## src/rtl/core/insertion_sort_engine_macros.svh

```systemverilog
// Assertion macros used by the sort engine datapath.
`ifndef INSERTION_SORT_ENGINE_MACROS_SVH
`define INSERTION_SORT_ENGINE_MACROS_SVH

// Checks a same-cycle implication on clk, disabled in reset.
`define ISE_ASSERT_NOW(lbl, ante, cons, msg) \
  lbl: assert property (@(posedge clk) disable iff (rst) (ante) |-> (cons)) else $error(msg);

// Checks a next-cycle implication on clk, disabled in reset.
`define ISE_ASSERT_NEXT(lbl, ante, cons, msg) \
  lbl: assert property (@(posedge clk) disable iff (rst) (ante) |=> (cons)) else $error(msg);

`endif

```

## src/rtl/core/ise_pkg.sv

```systemverilog
`default_nettype none

package ise_pkg;

  localparam int unsigned CAPACITY_DEF   = 32;
  localparam int unsigned VALUE_BITS_DEF = 16;
  localparam int unsigned CNT_BITS       = 16;

  typedef enum logic [2:0] {
    S_LOAD,
    S_OUTER,
    S_KEY,
    S_SCAN,
    S_INSERT,
    S_OUT_LD,
    S_OUT_WAIT
  } ise_state_t;

  // controller -> datapath
  typedef struct packed {
    logic load;      // store incoming word
    logic key_rd;    // read key at outer index
    logic key_take;  // latch key, start scan
    logic scan;      // one compare/shift step
    logic insert;    // write key at front
    logic out_rd;    // read first sorted word
    logic out_load;  // fill output register
    logic out_done;  // output word taken
  } ise_cmd_t;

  // datapath -> controller
  typedef struct packed {
    logic more_outer;
    logic greater;
    logic scan_end;
    logic out_last;
  } ise_stat_t;

  function automatic logic [CNT_BITS-1:0] sat_add(input logic [CNT_BITS-1:0] c,
                                                  input logic [1:0] k);
    logic [CNT_BITS:0] s;
    s = {1'b0, c} + {{(CNT_BITS-1){1'b0}}, k};
    return s[CNT_BITS] ? {CNT_BITS{1'b1}} : s[CNT_BITS-1:0];
  endfunction

endpackage

`default_nettype wire

```

## src/rtl/core/ise_if.sv

```systemverilog
`default_nettype none

interface ise_in_if import ise_pkg::*; #(
  parameter int unsigned VALUE_BITS = VALUE_BITS_DEF
) ();
  logic                  valid;
  logic                  ready;
  logic [VALUE_BITS-1:0] value;
  logic                  is_last;

  modport source (output valid, value, is_last, input ready);
  modport sink   (input valid, value, is_last, output ready);
endinterface

interface ise_out_if import ise_pkg::*; #(
  parameter int unsigned VALUE_BITS = VALUE_BITS_DEF
) ();
  logic                  valid;
  logic                  ready;
  logic [VALUE_BITS-1:0] sorted_value;
  logic                  last_out;
  logic [CNT_BITS-1:0]   compare_count;
  logic [CNT_BITS-1:0]   access_count;
  logic                  overflowed;

  modport source (output valid, sorted_value, last_out, compare_count, access_count,
                  overflowed, input ready);
  modport sink   (input valid, sorted_value, last_out, compare_count, access_count,
                  overflowed, output ready);
endinterface

`default_nettype wire

```

## src/rtl/core/ise_ctrl.sv

```systemverilog
`default_nettype none

module ise_ctrl import ise_pkg::*; (
  input  wire logic      clk,
  input  wire logic      rst,
  input  wire logic      in_valid,
  input  wire logic      in_last,
  output logic           in_ready,
  output logic           out_valid,
  input  wire logic      out_ready,
  input  wire ise_stat_t stat,
  output ise_cmd_t       cmd
);

  ise_state_t state, state_next;

  always_ff @(posedge clk) begin
    if (rst) begin
      state <= S_LOAD;
    end else begin
      state <= state_next;
    end
  end

  always_comb begin
    state_next = state;
    cmd        = '0;
    in_ready   = 1'b0;
    out_valid  = 1'b0;
    case (state)
      S_LOAD: begin
        in_ready = 1'b1;
        if (in_valid) begin
          cmd.load = 1'b1;
          if (in_last) state_next = S_OUTER;
        end
      end
      S_OUTER: begin
        if (stat.more_outer) begin
          cmd.key_rd = 1'b1;
          state_next = S_KEY;
        end else begin
          cmd.out_rd = 1'b1;
          state_next = S_OUT_LD;
        end
      end
      S_KEY: begin
        cmd.key_take = 1'b1;
        state_next   = S_SCAN;
      end
      S_SCAN: begin
        cmd.scan = 1'b1;
        if (!stat.greater) begin
          state_next = S_OUTER;
        end else if (stat.scan_end) begin
          state_next = S_INSERT;
        end
      end
      S_INSERT: begin
        cmd.insert = 1'b1;
        state_next = S_OUTER;
      end
      S_OUT_LD: begin
        cmd.out_load = 1'b1;
        state_next   = S_OUT_WAIT;
      end
      S_OUT_WAIT: begin
        out_valid = 1'b1;
        if (out_ready) begin
          cmd.out_done = 1'b1;
          state_next   = stat.out_last ? S_LOAD : S_OUT_LD;
        end
      end
      default: state_next = S_LOAD;
    endcase
  end

endmodule

`default_nettype wire

```

## src/rtl/core/ise_datapath.sv

```systemverilog
`default_nettype none

`include "insertion_sort_engine_macros.svh"

module ise_datapath import ise_pkg::*; #(
  parameter int unsigned CAPACITY   = CAPACITY_DEF,
  parameter int unsigned VALUE_BITS = VALUE_BITS_DEF
) (
  input  wire logic                  clk,
  input  wire logic                  rst,
  input  wire ise_cmd_t              cmd,
  output ise_stat_t                  stat,
  input  wire logic [VALUE_BITS-1:0] value,
  output logic [VALUE_BITS-1:0]      sorted_value,
  output logic                       last_out,
  output logic [CNT_BITS-1:0]        compare_count,
  output logic [CNT_BITS-1:0]        access_count,
  output logic                       overflowed
);

  localparam int unsigned IW = $clog2(CAPACITY);
  localparam int unsigned CW = $clog2(CAPACITY + 1);

  logic [VALUE_BITS-1:0] mem [CAPACITY];
  logic [VALUE_BITS-1:0] rdata;
  logic [IW-1:0]         raddr;
  logic                  wen;
  logic [IW-1:0]         waddr;
  logic [VALUE_BITS-1:0] wdata;

  logic [CW-1:0]         count;
  logic [CW-1:0]         outer;
  logic [CW-1:0]         out_idx;
  logic [IW-1:0]         scan;
  logic [VALUE_BITS-1:0] key;
  logic [CNT_BITS-1:0]   cmp_cnt;
  logic [CNT_BITS-1:0]   acc_cnt;
  logic                  dropped;
  logic                  has_room;

  assign has_room        = count < CW'(CAPACITY);
  assign stat.more_outer = outer < count;
  assign stat.greater    = $signed(rdata) > $signed(key);
  assign stat.scan_end   = scan == '0;
  assign stat.out_last   = (out_idx + 1'b1) == count;

  always_comb begin
    raddr = '0;
    wen   = 1'b0;
    waddr = '0;
    wdata = key;
    if (cmd.key_rd) raddr = outer[IW-1:0];
    if (cmd.out_rd) raddr = out_idx[IW-1:0];
    if (cmd.key_take) raddr = outer[IW-1:0] - 1'b1;
    if (cmd.scan && stat.greater) raddr = scan - 1'b1;
    if (cmd.out_done) raddr = out_idx[IW-1:0] + 1'b1;
    if (cmd.load && has_room) begin
      wen   = 1'b1;
      waddr = count[IW-1:0];
      wdata = value;
    end
    if (cmd.scan) begin
      wen   = 1'b1;
      waddr = scan + 1'b1;
      wdata = stat.greater ? rdata : key;
    end
    if (cmd.insert) begin
      wen   = 1'b1;
      waddr = '0;
      wdata = key;
    end
  end

  always_ff @(posedge clk) begin
    if (wen) mem[waddr] <= wdata;
    rdata <= mem[raddr];
  end

  always_ff @(posedge clk) begin
    if (rst) begin
      count   <= '0;
      outer   <= CW'(1);
      out_idx <= '0;
      cmp_cnt <= '0;
      acc_cnt <= '0;
      dropped <= 1'b0;
    end else begin
      if (cmd.load) begin
        if (has_room) count <= count + 1'b1;
        else dropped <= 1'b1;
      end
      if (cmd.key_take) acc_cnt <= sat_add(acc_cnt, 2'd1);
      if (cmd.scan) begin
        cmp_cnt <= sat_add(cmp_cnt, 2'd1);
        if (stat.greater) begin
          acc_cnt <= sat_add(acc_cnt, 2'd3);
        end else begin
          acc_cnt <= sat_add(acc_cnt, 2'd2);
          outer   <= outer + 1'b1;
        end
      end
      if (cmd.insert) begin
        acc_cnt <= sat_add(acc_cnt, 2'd1);
        outer   <= outer + 1'b1;
      end
      if (cmd.out_done) begin
        if (stat.out_last) begin
          count   <= '0;
          outer   <= CW'(1);
          out_idx <= '0;
          cmp_cnt <= '0;
          acc_cnt <= '0;
          dropped <= 1'b0;
        end else begin
          out_idx <= out_idx + 1'b1;
        end
      end
    end
  end

  always_ff @(posedge clk) begin
    if (cmd.key_take) begin
      key  <= rdata;
      scan <= outer[IW-1:0] - 1'b1;
    end
    if (cmd.scan && stat.greater && !stat.scan_end) scan <= scan - 1'b1;
    if (cmd.out_load) begin
      sorted_value <= rdata;
      last_out     <= stat.out_last;
    end
  end

  assign compare_count = cmp_cnt;
  assign access_count  = acc_cnt;
  assign overflowed    = dropped;

  `ISE_ASSERT_NEXT(a_step_advances, cmd.scan && !stat.greater, outer == $past(outer) + 1'b1, "outer index did not advance after placing key")
  `ISE_ASSERT_NEXT(a_scan_moves, cmd.scan && stat.greater && !stat.scan_end, scan == $past(scan) - 1'b1, "scan index did not step down after shift")
  `ISE_ASSERT_NEXT(a_run_clears, cmd.out_done && stat.out_last, count == '0 && cmp_cnt == '0 && acc_cnt == '0 && !dropped, "run state not cleared after final word")
  `ISE_ASSERT_NOW(a_out_in_range, cmd.out_load, out_idx < count, "output index beyond stored words")

endmodule

`default_nettype wire

```

## src/rtl/core/insertion_sort_engine.sv

```systemverilog
// Channel   Modport  Word
// elements  sink     value, is_last
// results   source   sorted_value, last_out, compare_count, access_count, overflowed
//
// Loading: one word per cycle. Sort: each outer step passes through the outer, key
// and scan states, one scan step per comparison, plus an insert step when the key
// lands at the front, and a final outer step closes the pass.
// Output: each word is loaded into the output register, then held valid until taken.
// Reset clears the run state; the element store itself is not cleared.
// No new word is taken from the end of a run until its last result is taken.
`default_nettype none

module insertion_sort_engine import ise_pkg::*; #(
  parameter int unsigned CAPACITY   = CAPACITY_DEF,
  parameter int unsigned VALUE_BITS = VALUE_BITS_DEF
) (
  input  wire logic clk,
  input  wire logic rst,
  ise_in_if.sink    elements,
  ise_out_if.source results
);

  ise_cmd_t  cmd;
  ise_stat_t stat;

  ise_ctrl u_ctrl (
    .clk       (clk),
    .rst       (rst),
    .in_valid  (elements.valid),
    .in_last   (elements.is_last),
    .in_ready  (elements.ready),
    .out_valid (results.valid),
    .out_ready (results.ready),
    .stat      (stat),
    .cmd       (cmd)
  );

  ise_datapath #(
    .CAPACITY   (CAPACITY),
    .VALUE_BITS (VALUE_BITS)
  ) u_datapath (
    .clk           (clk),
    .rst           (rst),
    .cmd           (cmd),
    .stat          (stat),
    .value         (elements.value),
    .sorted_value  (results.sorted_value),
    .last_out      (results.last_out),
    .compare_count (results.compare_count),
    .access_count  (results.access_count),
    .overflowed    (results.overflowed)
  );

endmodule

`default_nettype wire

```

## src/flat_wrapper.sv

```systemverilog
// flat-port wrapper written by rule: the top's interface ports become plain ports
module insertion_sort_engine_flat import ise_pkg::*;
#(
  parameter int unsigned CAPACITY   = CAPACITY_DEF,
  parameter int unsigned VALUE_BITS = VALUE_BITS_DEF
)
  (clk, rst, elements_valid, elements_value, elements_is_last, elements_ready, results_valid, results_sorted_value, results_last_out, results_compare_count, results_access_count, results_overflowed, results_ready);
  ise_in_if #(.VALUE_BITS(VALUE_BITS)) elements_i ();
  ise_out_if #(.VALUE_BITS(VALUE_BITS)) results_i ();
  input  wire logic clk;
  input  wire logic rst;
  input wire logic [$bits(elements_i.valid)-1:0] elements_valid;
  input wire logic [$bits(elements_i.value)-1:0] elements_value;
  input wire logic [$bits(elements_i.is_last)-1:0] elements_is_last;
  output wire logic [$bits(elements_i.ready)-1:0] elements_ready;
  output wire logic [$bits(results_i.valid)-1:0] results_valid;
  output wire logic [$bits(results_i.sorted_value)-1:0] results_sorted_value;
  output wire logic [$bits(results_i.last_out)-1:0] results_last_out;
  output wire logic [$bits(results_i.compare_count)-1:0] results_compare_count;
  output wire logic [$bits(results_i.access_count)-1:0] results_access_count;
  output wire logic [$bits(results_i.overflowed)-1:0] results_overflowed;
  input wire logic [$bits(results_i.ready)-1:0] results_ready;
  assign elements_i.valid = elements_valid;
  assign elements_i.value = elements_value;
  assign elements_i.is_last = elements_is_last;
  assign elements_ready = elements_i.ready;
  assign results_valid = results_i.valid;
  assign results_sorted_value = results_i.sorted_value;
  assign results_last_out = results_i.last_out;
  assign results_compare_count = results_i.compare_count;
  assign results_access_count = results_i.access_count;
  assign results_overflowed = results_i.overflowed;
  assign results_i.ready = results_ready;
  insertion_sort_engine #(.CAPACITY(CAPACITY), .VALUE_BITS(VALUE_BITS)) u_core (.clk(clk), .rst(rst), .elements(elements_i), .results(results_i));
endmodule
```

## config.mk

```make
export PLATFORM = sky130hd
export DESIGN_NAME = insertion_sort_engine_flat
export DESIGN_NICKNAME = d
export VERILOG_FILES = /design/src/rtl/core/ise_pkg.sv /design/src/rtl/core/ise_if.sv /design/src/rtl/core/ise_ctrl.sv /design/src/rtl/core/ise_datapath.sv /design/src/rtl/core/insertion_sort_engine.sv /design/src/flat_wrapper.sv
export VERILOG_INCLUDE_DIRS = /design/src /design/src/rtl/core
export SDC_FILE = /design/constraint.sdc
export NUM_CORES = 1
export LEC_CHECK = 0
export ABC_AREA = 1
export BUFFER_PORTS_ARGS = -buffer_cell sky130_fd_sc_hd__buf_2
export CORE_MARGIN = 2
export CORE_UTILIZATION = 30
export DETAILED_ROUTE_END_ITERATION = 10
export GPL_TIMING_DRIVEN = 0
export SYNTH_ARGS = -nofsm -noshare
export SYNTH_HDL_FRONTEND = slang
export SYNTH_HIERARCHICAL = 1
export SYNTH_SLANG_ARGS = --single-unit
```

## constraint.sdc

```tcl
create_clock -name clk -period 4.21 [get_ports clk]
set_input_delay 1.0525 -clock clk [delete_from_list [all_inputs] [get_ports clk]]
set_output_delay 1.0525 -clock clk [all_outputs]
set_load 0.01 [all_outputs]
```

==> results of run 1 <==
metal layers:
metal  vias to the layer above  share of wire  global-route usage
li1                      10700              -                   -
met1                     11100           0.43               0.248
met2                      1028           0.45               0.281
met3                       154          0.084              0.0260
met4                         0          0.034              0.0664
met5                         -              0                   0
report_power, final:
part	total, W	internal (W)	switching (W)
combinational	0.00971	0.00275	0.00696
clock	0.00638	0.00387	0.00251
sequential	0.00885	0.00848	0.000372
cell usage in the layout, fill, tap and decap left out, drive strengths merged, types with 82 or more instances in the layout:
cell / netlist / final
o21ai: 98 / 98
clkbuf: 58 / 165
a21oi: 84 / 84
nand3: 582 / 582
nand2: 692 / 692
nor2: 141 / 141
nand3b: 82 / 82
edfxtp: 550 / 550
inv: 431 / 431
buf: 109 / 192
cell type report:
class,instances,area [sq um],area share
multi-input cells,1854,9550,0.273
repair buffers,97,808,0.0231
flip-flops and latches,620,17900,0.513
plain buffers,167,1040,0.0297
clock buffers,93,1940,0.0556
inverters,432,1630,0.0466
well taps,1287,1610,0.0461
clock inverters,36,449,0.0129
worst max path at each step:
stage	slack, ns	end	cells past startpoint	from
finish	0.22	u_core/u_datapath/mem[10][14]	15	u_core/u_datapath/key[15]
global route	-0.04	u_core/u_datapath/mem[30][11]	11	u_core/u_ctrl/state[1]
CTS	0.01	u_core/u_datapath/rdata[12]	28	u_core/u_datapath/count[1]
detailed placement	-0.55	u_core/u_datapath/mem[31][5]	10	elements_valid
global placement	-4.38	u_core/u_datapath/mem[21][11]	14	u_core/u_datapath/key[15]
floorplan	0.42	u_core/u_datapath/mem[0][0]	12	elements_valid
synthesized netlist by cell type (2+ instances only):
master,count
o31ai_1,3
inv_2,3
nand4_1,15
xor2_1,24
o22ai_1,11
nand2_2,5
nor3_1,30
o311ai_0,2
o2111ai_1,4
nor2_1,138
buf_8,3
and3_1,2
nand3_1,561
buf_6,16
o21ai_2,2
xnor2_1,7
nor3_2,2
o221ai_1,3
buf_4,15
o211ai_1,15
ha_1,33
nand3_2,21
o21ai_0,95
a211oi_1,8
or2_2,2
a31oi_1,5
a21oi_1,83
buf_2,72
nand2_1,686
inv_1,427
clkbuf_1,57
nand3b_1,82
dfxtp_1,70
edfxtp_1,550
nor4_1,3
buf_1,3
nor2_4,2
flip-flops by register name, indices dropped and copies added (netlist names):
| signal | cells |
|---|---|
| u_core/u_datapath/rdata | 16 |
| u_core/u_datapath/mem | 512 |
| u_core/u_datapath/out_idx | 6 |
| u_core/u_datapath/key | 16 |
| u_core/u_datapath/count | 6 |
| u_core/u_datapath/scan | 5 |
| u_core/u_ctrl/state | 3 |
| u_core/u_datapath/compare_count | 16 |
| u_core/u_datapath/outer | 6 |
| u_core/u_datapath/overflowed | 1 |
| u_core/u_datapath/access_count | 16 |
| u_core/u_datapath/last_out | 1 |
| u_core/u_datapath/sorted_value | 16 |
cells by family (layout without fill, tap and decap cells):
group / Yosys count / in the layout / share of synthesized area
adders and majority gates: 33 / 33 / 0.0139
and+or+nand+nor: 1553 / 1553 / 0.241
xor gates and xnor gates: 31 / 31 / 0.00917
AOI/OAI and AO/OA: 237 / 237 / 0.0451
buffers and inverters: 599 / 825 / 0.0862
DFF: 620 / 620 / 0.605
critical path: stages, from the launching register on:
cell	delay, ns
edfxtp_1	0.36
inv_1	0.15
ha_1	0.33
a21oi_1	0.17
o21ai_0	0.09
a21oi_1	0.37
nand2_1	0.13
nand2_1	0.09
nand2_2	0.07
nand2_1	0.22
nand2_2	0.21
inv_1	0.31
nor2_4	0.09
clkbuf_4	0.30
o21ai_4	0.64
buf_16	0.25
stage by stage:
step           area (sq um)  worst slack (ns)
4_1_cts               34600            0.0143
6_report              35000             0.218
3_5_place_dp          32200            -0.547
5_1_grt               35000           -0.0396
2_1_floorplan         29600             0.423
3_3_place_gp          31600             -4.38
what timing repair did:
action                     CTS  global route
setup endpoints to repair  349           320
pin swaps                    0             4
gates resized for setup     12            95
setup buffers                0             3
==> out/metrics.yaml, run 1 <==
cts:
  clock-root-buffer: "clkbuf_16"
  clkLatencyLatePin_ns: 0.62
  clock_sinks: 620
  cts_inserted_buffers: 71
  cts_tree: "yes"
  htree_levels: 3
  cts_buffer_depth: 3
  path_clk_slew_ns: 0.06
  cts_hold_buf: 0
sta:
  post-route-min-period_ns: 3.99
  finalHoldViolCount: 0
  fmax_ghz: 0.251
  slew_viol_final: 0
  timing.hold.ws_ns: 0.476
  final-setup-viol-count: 0
  worst_slew_pin_slew_ns: 1.16
  maxSlewHeadroom: 0.229
  rsz0062_at_grt: "yes"
  tns_ns: 0
  finClkSkew_ns: 0.0377
  period_share: 0.948
synthesis:
  synth_ff_type: "edfxtp_1"
  yosys_warnings: 6
  synth_edf_count: 550
  synth_top_cell_by_area: "edfxtp_1"
  synthCells: 3073
  yosys.area.top_type_share: 0.558
  ys_types: 50
  async_flop_share: 0
  synth-seq-area-share: 0.605
  syn_area_per_cell_sq_um: 9.64
  syn-num-nets: 3127
  ys_seq_elements: 620
  yosys-top-cells-area: "edfxtp_1 (56%), nand3_1 (9.5%), nand2_1 (8.7%)"
  syn_area_sq_um: 29600
worst_setup_path:
  r2r_setup_slack_ns: 0.22
  cp-end-kind: "flip-flop"
  cp_max_fo: 17
  required_ns: 4.64
  arrival_ns: 4.43
  r2r_cells: 15
  cp-start-kind: "flip-flop"
  r2r-start: "u_core/u_datapath/key[15]"
  criticalPathCategory: "flip-flop to flip-flop"
  r2r_end: "u_core/u_datapath/mem[10][14]"
min_path:
  min_from: "u_core/u_datapath/out_idx[5]"
  whs_endpoint: "u_core/u_datapath/out_idx[5]"
  whs_path_depth: 2
  hp-class: "flip-flop to flip-flop"
floorplan:
  die_h_um: 318
  die_w_um: 318
  die_area_sq_um: 101000
  start_util: 0.302
  core_sq_um: 98100
  fp-row-count: 115
  ioPinCount: 73
grt:
  grt_pass1_vias: 21200
  grt.total_usage: 0.178
  grt_max_degree: 33
  grt_antenna_before_repair: 3
  grt_pass1_wl_mm: 136
  overflow: 0
final_layout:
  instances_no_fill: 4586
  diodes: 0
  drive_gt1_frac: 0.131
  nFillCells: 9860
  nNetsFinal: 3297
  synthToLayoutAreaGrowth_pct: 18.0
  fin_util: 0.356
pwr:
  power_w: 0.0249
  ir_drop_v: 0.000425
  powerDensity_nw_per_um2: 714
  p_leak_nw: 14.2
routing:
  avgRoutedWirePerCell_um: 20.3
  viasPerCell: 5.01
  drtIter0Drc: 2383
  drtPass1Iterations: 8
  post-route-drc-count: 0
  num_vias: 23000
  antenna_left: 0
  routed_wl_mm: 93.1
placed_design:
  placed_cells: 4452
  port_buffers: 72
  gp_congestion: 0.956
  place_hpwl_mm: 65.3
status:
  outcome: "complete, no violations"
job:
  cap_violations: 0
Power figures use the tool's default switching activity.
==> run 2: changes to the inputs <==
- ABC_AREA: 1 -> 0
==> run 2 against run 1 <==
The run now ends with negative setup slack left. Largest cell class unchanged. Register-to-register slack got worse by 0.41 ns. Critical path type unchanged. Sequential cell count did not move. Synthesized cell count shrank 26%. Cell count fell by 19%.
==> out/metrics.yaml, run 2 <==
status:
  outcome: "finished with violations"
  violations: "negative setup slack"
synthesis:
  synth.most_common_cell: "edfxtp_1"
  synthCells: 2260
  synth_top_cell_by_area: "edfxtp_1"
  syn_area_sq_um: 27300
  ys_seq_elements: 620
  synth-seq-area-share: 0.657
  yosys_warnings: 6
  syn_area_per_cell_sq_um: 12.1
  syn-num-nets: 2314
  synth_ff_type: "edfxtp_1"
  yosys.area.top_type_share: 0.606
  ys_top_cells_by_count: "edfxtp_1 (550), nand2_1 (418), nor2_1 (180)"
  ys_types: 83
  synth_edf_count: 550
  async_flop_share: 0
  yosys-top-cells-area: "edfxtp_1 (61%), nand2_1 (5.8%), dfxtp_1 (5.1%)"
cts:
  cts_buffer_depth: 3
  clock-root-buffer: "clkbuf_16"
  clock_sinks: 620
  cts_inserted_buffers: 68
  cts_tree: "yes"
  path_clk_slew_ns: 0.06
  htree_levels: 3
  cts_hold_buf: 0
  clkLatencyLatePin_ns: 0.63
final_layout:
  largest_reg_flops: 512
  ff_latch_area_sq_um: 17900
  nFillCells: 8668
  regMostFlops: "u_core/u_datapath/mem"
  final_cell_mix: "edfxtp_1 (550), nand2_1 (416), nor2_1 (147), nand4_1 (132), nand3_1 (116)"
  synthToLayoutAreaGrowth_pct: 22.9
  diodes: 0
  fin_util: 0.372
  multi_input_area_sq_um: 9390
  drive_gt1_frac: 0.205
  nNetsFinal: 2546
  final_common_cell: "edfxtp_1"
  fin_area_sq_um: 33500
floorplan:
  die_area_sq_um: 93300
  ioPinCount: 73
  die_w_um: 305
  core_sq_um: 90000
  die_h_um: 305
  fp-row-count: 110
  start_util: 0.303
routing:
  post-route-drc-count: 0
  routed_wl_mm: 82.1
  num_vias: 19600
  drtPass1Iterations: 6
  viasPerCell: 5.27
  avgRoutedWirePerCell_um: 22.1
  antenna_left: 0
  drtIter0Drc: 2460
pwr:
  switching_share: 0.393
  switchingPower_w: 0.0100
  pwr-share-clk: 0.225
  combPwrFrac: 0.429
  powerDensity_nw_per_um2: 760
  power.internal_w: 0.0154
  pwr-share-seq: 0.347
  p_leak_nw: 11.2
  ir_drop_v: 0.000409
worst_setup_path:
  cp-end-kind: "flip-flop"
  crit_chain: "buf_2 -> nand2b_1 -> nor2_1 -> clkbuf_1 -> inv_1 -> clkbuf_1 -> o21ai_0 -> nand3_1 -> nor2_2"
  cp-start-kind: "flip-flop"
  critPathMaxStageDelay_ns: 0.99
  path_buf_inv: 4
  required_ns: 4.47
  slowest_stage: "nor2_2"
  crit_family: "simple AND/OR/NAND/NOR gates"
  cp_max_fo: 16
  criticalPathCategory: "flip-flop to flip-flop"
  arrival_ns: 4.66
  cp_common_cell: "clkbuf_1"
sta:
  finalHoldViolCount: 0
  worst_slew_pin_slew_ns: 1.35
  finClkSkew_ns: 0.0369
  fmax_ghz: 0.227
  maxSlewHeadroom: 0.0861
  slew_viol_final: 0
  rsz0062_at_grt: "yes"
  final-setup-viol-count: 48
  post-route-min-period_ns: 4.40
  timing.hold.ws_ns: 0.503
  fin_ws_ns: -0.193
  period_share: 1.05
grt:
  grt_pass1_vias: 18500
  grt_max_degree: 32
  grt_pass1_wl_mm: 121
  grt_antenna_before_repair: 0
  overflow: 0
  grt.total_usage: 0.171
placed_design:
  place_ws_ns: -1.13
  port_buffers: 72
  dpl-instance-area_sq_um: 30000
  gp_congestion: 0.912
  place_hpwl_mm: 55.3
job:
  cap_violations: 0
min_path:
  hp-class: "flip-flop to flip-flop"
run 2: cell type report:
type,instances,share of cell area
clock inverter,32,0.00949
multi-input combinational,1464,0.280
clock buffer,88,0.0533
tap,1176,0.0439
sequential,620,0.535
inverter,39,0.00448
timing repair buffer,165,0.0474
buffer,134,0.0256
run 2: worst min-delay path: cells and delay by family, from the launching register on:
kind	cells	cell delay (ns)
flops	1	0.35
compound gates	1	0.05
simple gates	1	0.07
run 2: power groups by stage:
stage,Clock [W],Combinational (W),Sequential [W]
floorplan,0,0.00491,0.00887
global placement,0,0.00815,0.00915
detailed placement,0,0.00912,0.00894
CTS,0.00580,0.00997,0.00881
global route,0.00602,0.0115,0.00886
finish,0.00572,0.0109,0.00883
run 2: final timing paths:
check | slack (ns) | cells after the start | endpoint | from
worst max-delay path | -0.19 | 9 | u_core/u_datapath/mem[29][8] | u_core/u_ctrl/state[2]
worst min register to register | 0.50 | 2 | u_core/u_datapath/overflowed | u_core/u_datapath/overflowed
worst max register to register | -0.19 | 9 | u_core/u_datapath/mem[29][8] | u_core/u_ctrl/state[2]
worst min-delay path | 0.50 | 2 | u_core/u_datapath/overflowed | u_core/u_datapath/overflowed
run 2: metrics by stage:
stage	instances	power (W)	setup TNS, ns
floorplan	2260	0.0138	0
global placement	3508	0.0173	-1206.75
detailed placement	3547	0.0181	-288.07
CTS	3685	0.0246	-0.0774
global route	3718	0.0264	-18.34
finish	3718	0.0254	-7.57
run 2: cells by family (layout without fill, tap and decap cells):
family,count (synthesis),count (layout),synth area share
AOI/OAI and AO/OA,297,300,0.0755
DFF,620,620,0.657
buffers and inverters,179,458,0.0289
xor gates and xnor gates,65,65,0.0209
muxes,105,105,0.0403
and+or+nand+nor,961,961,0.162
adders and majority gates,33,33,0.0152
run 2: repair_timing:
item | 4_1_cts | 5_1_grt
gates resized for setup | 134 | 101
endpoints found under the setup margin | 467 | 587
cloned | 3 | 4
pin swaps | 33 | 60
buffers inserted | 19 | 31
run 2: metal layers:
metal,routed length [um],global-route usage,share of wire,vias to the layer above
li1,-,-,-,8878
met3,6610,0.0311,0.080,155
met4,3030,0.0589,0.037,0
met5,0,0,0,-
met1,34700,0.235,0.42,9694
met2,37800,0.273,0.46,863
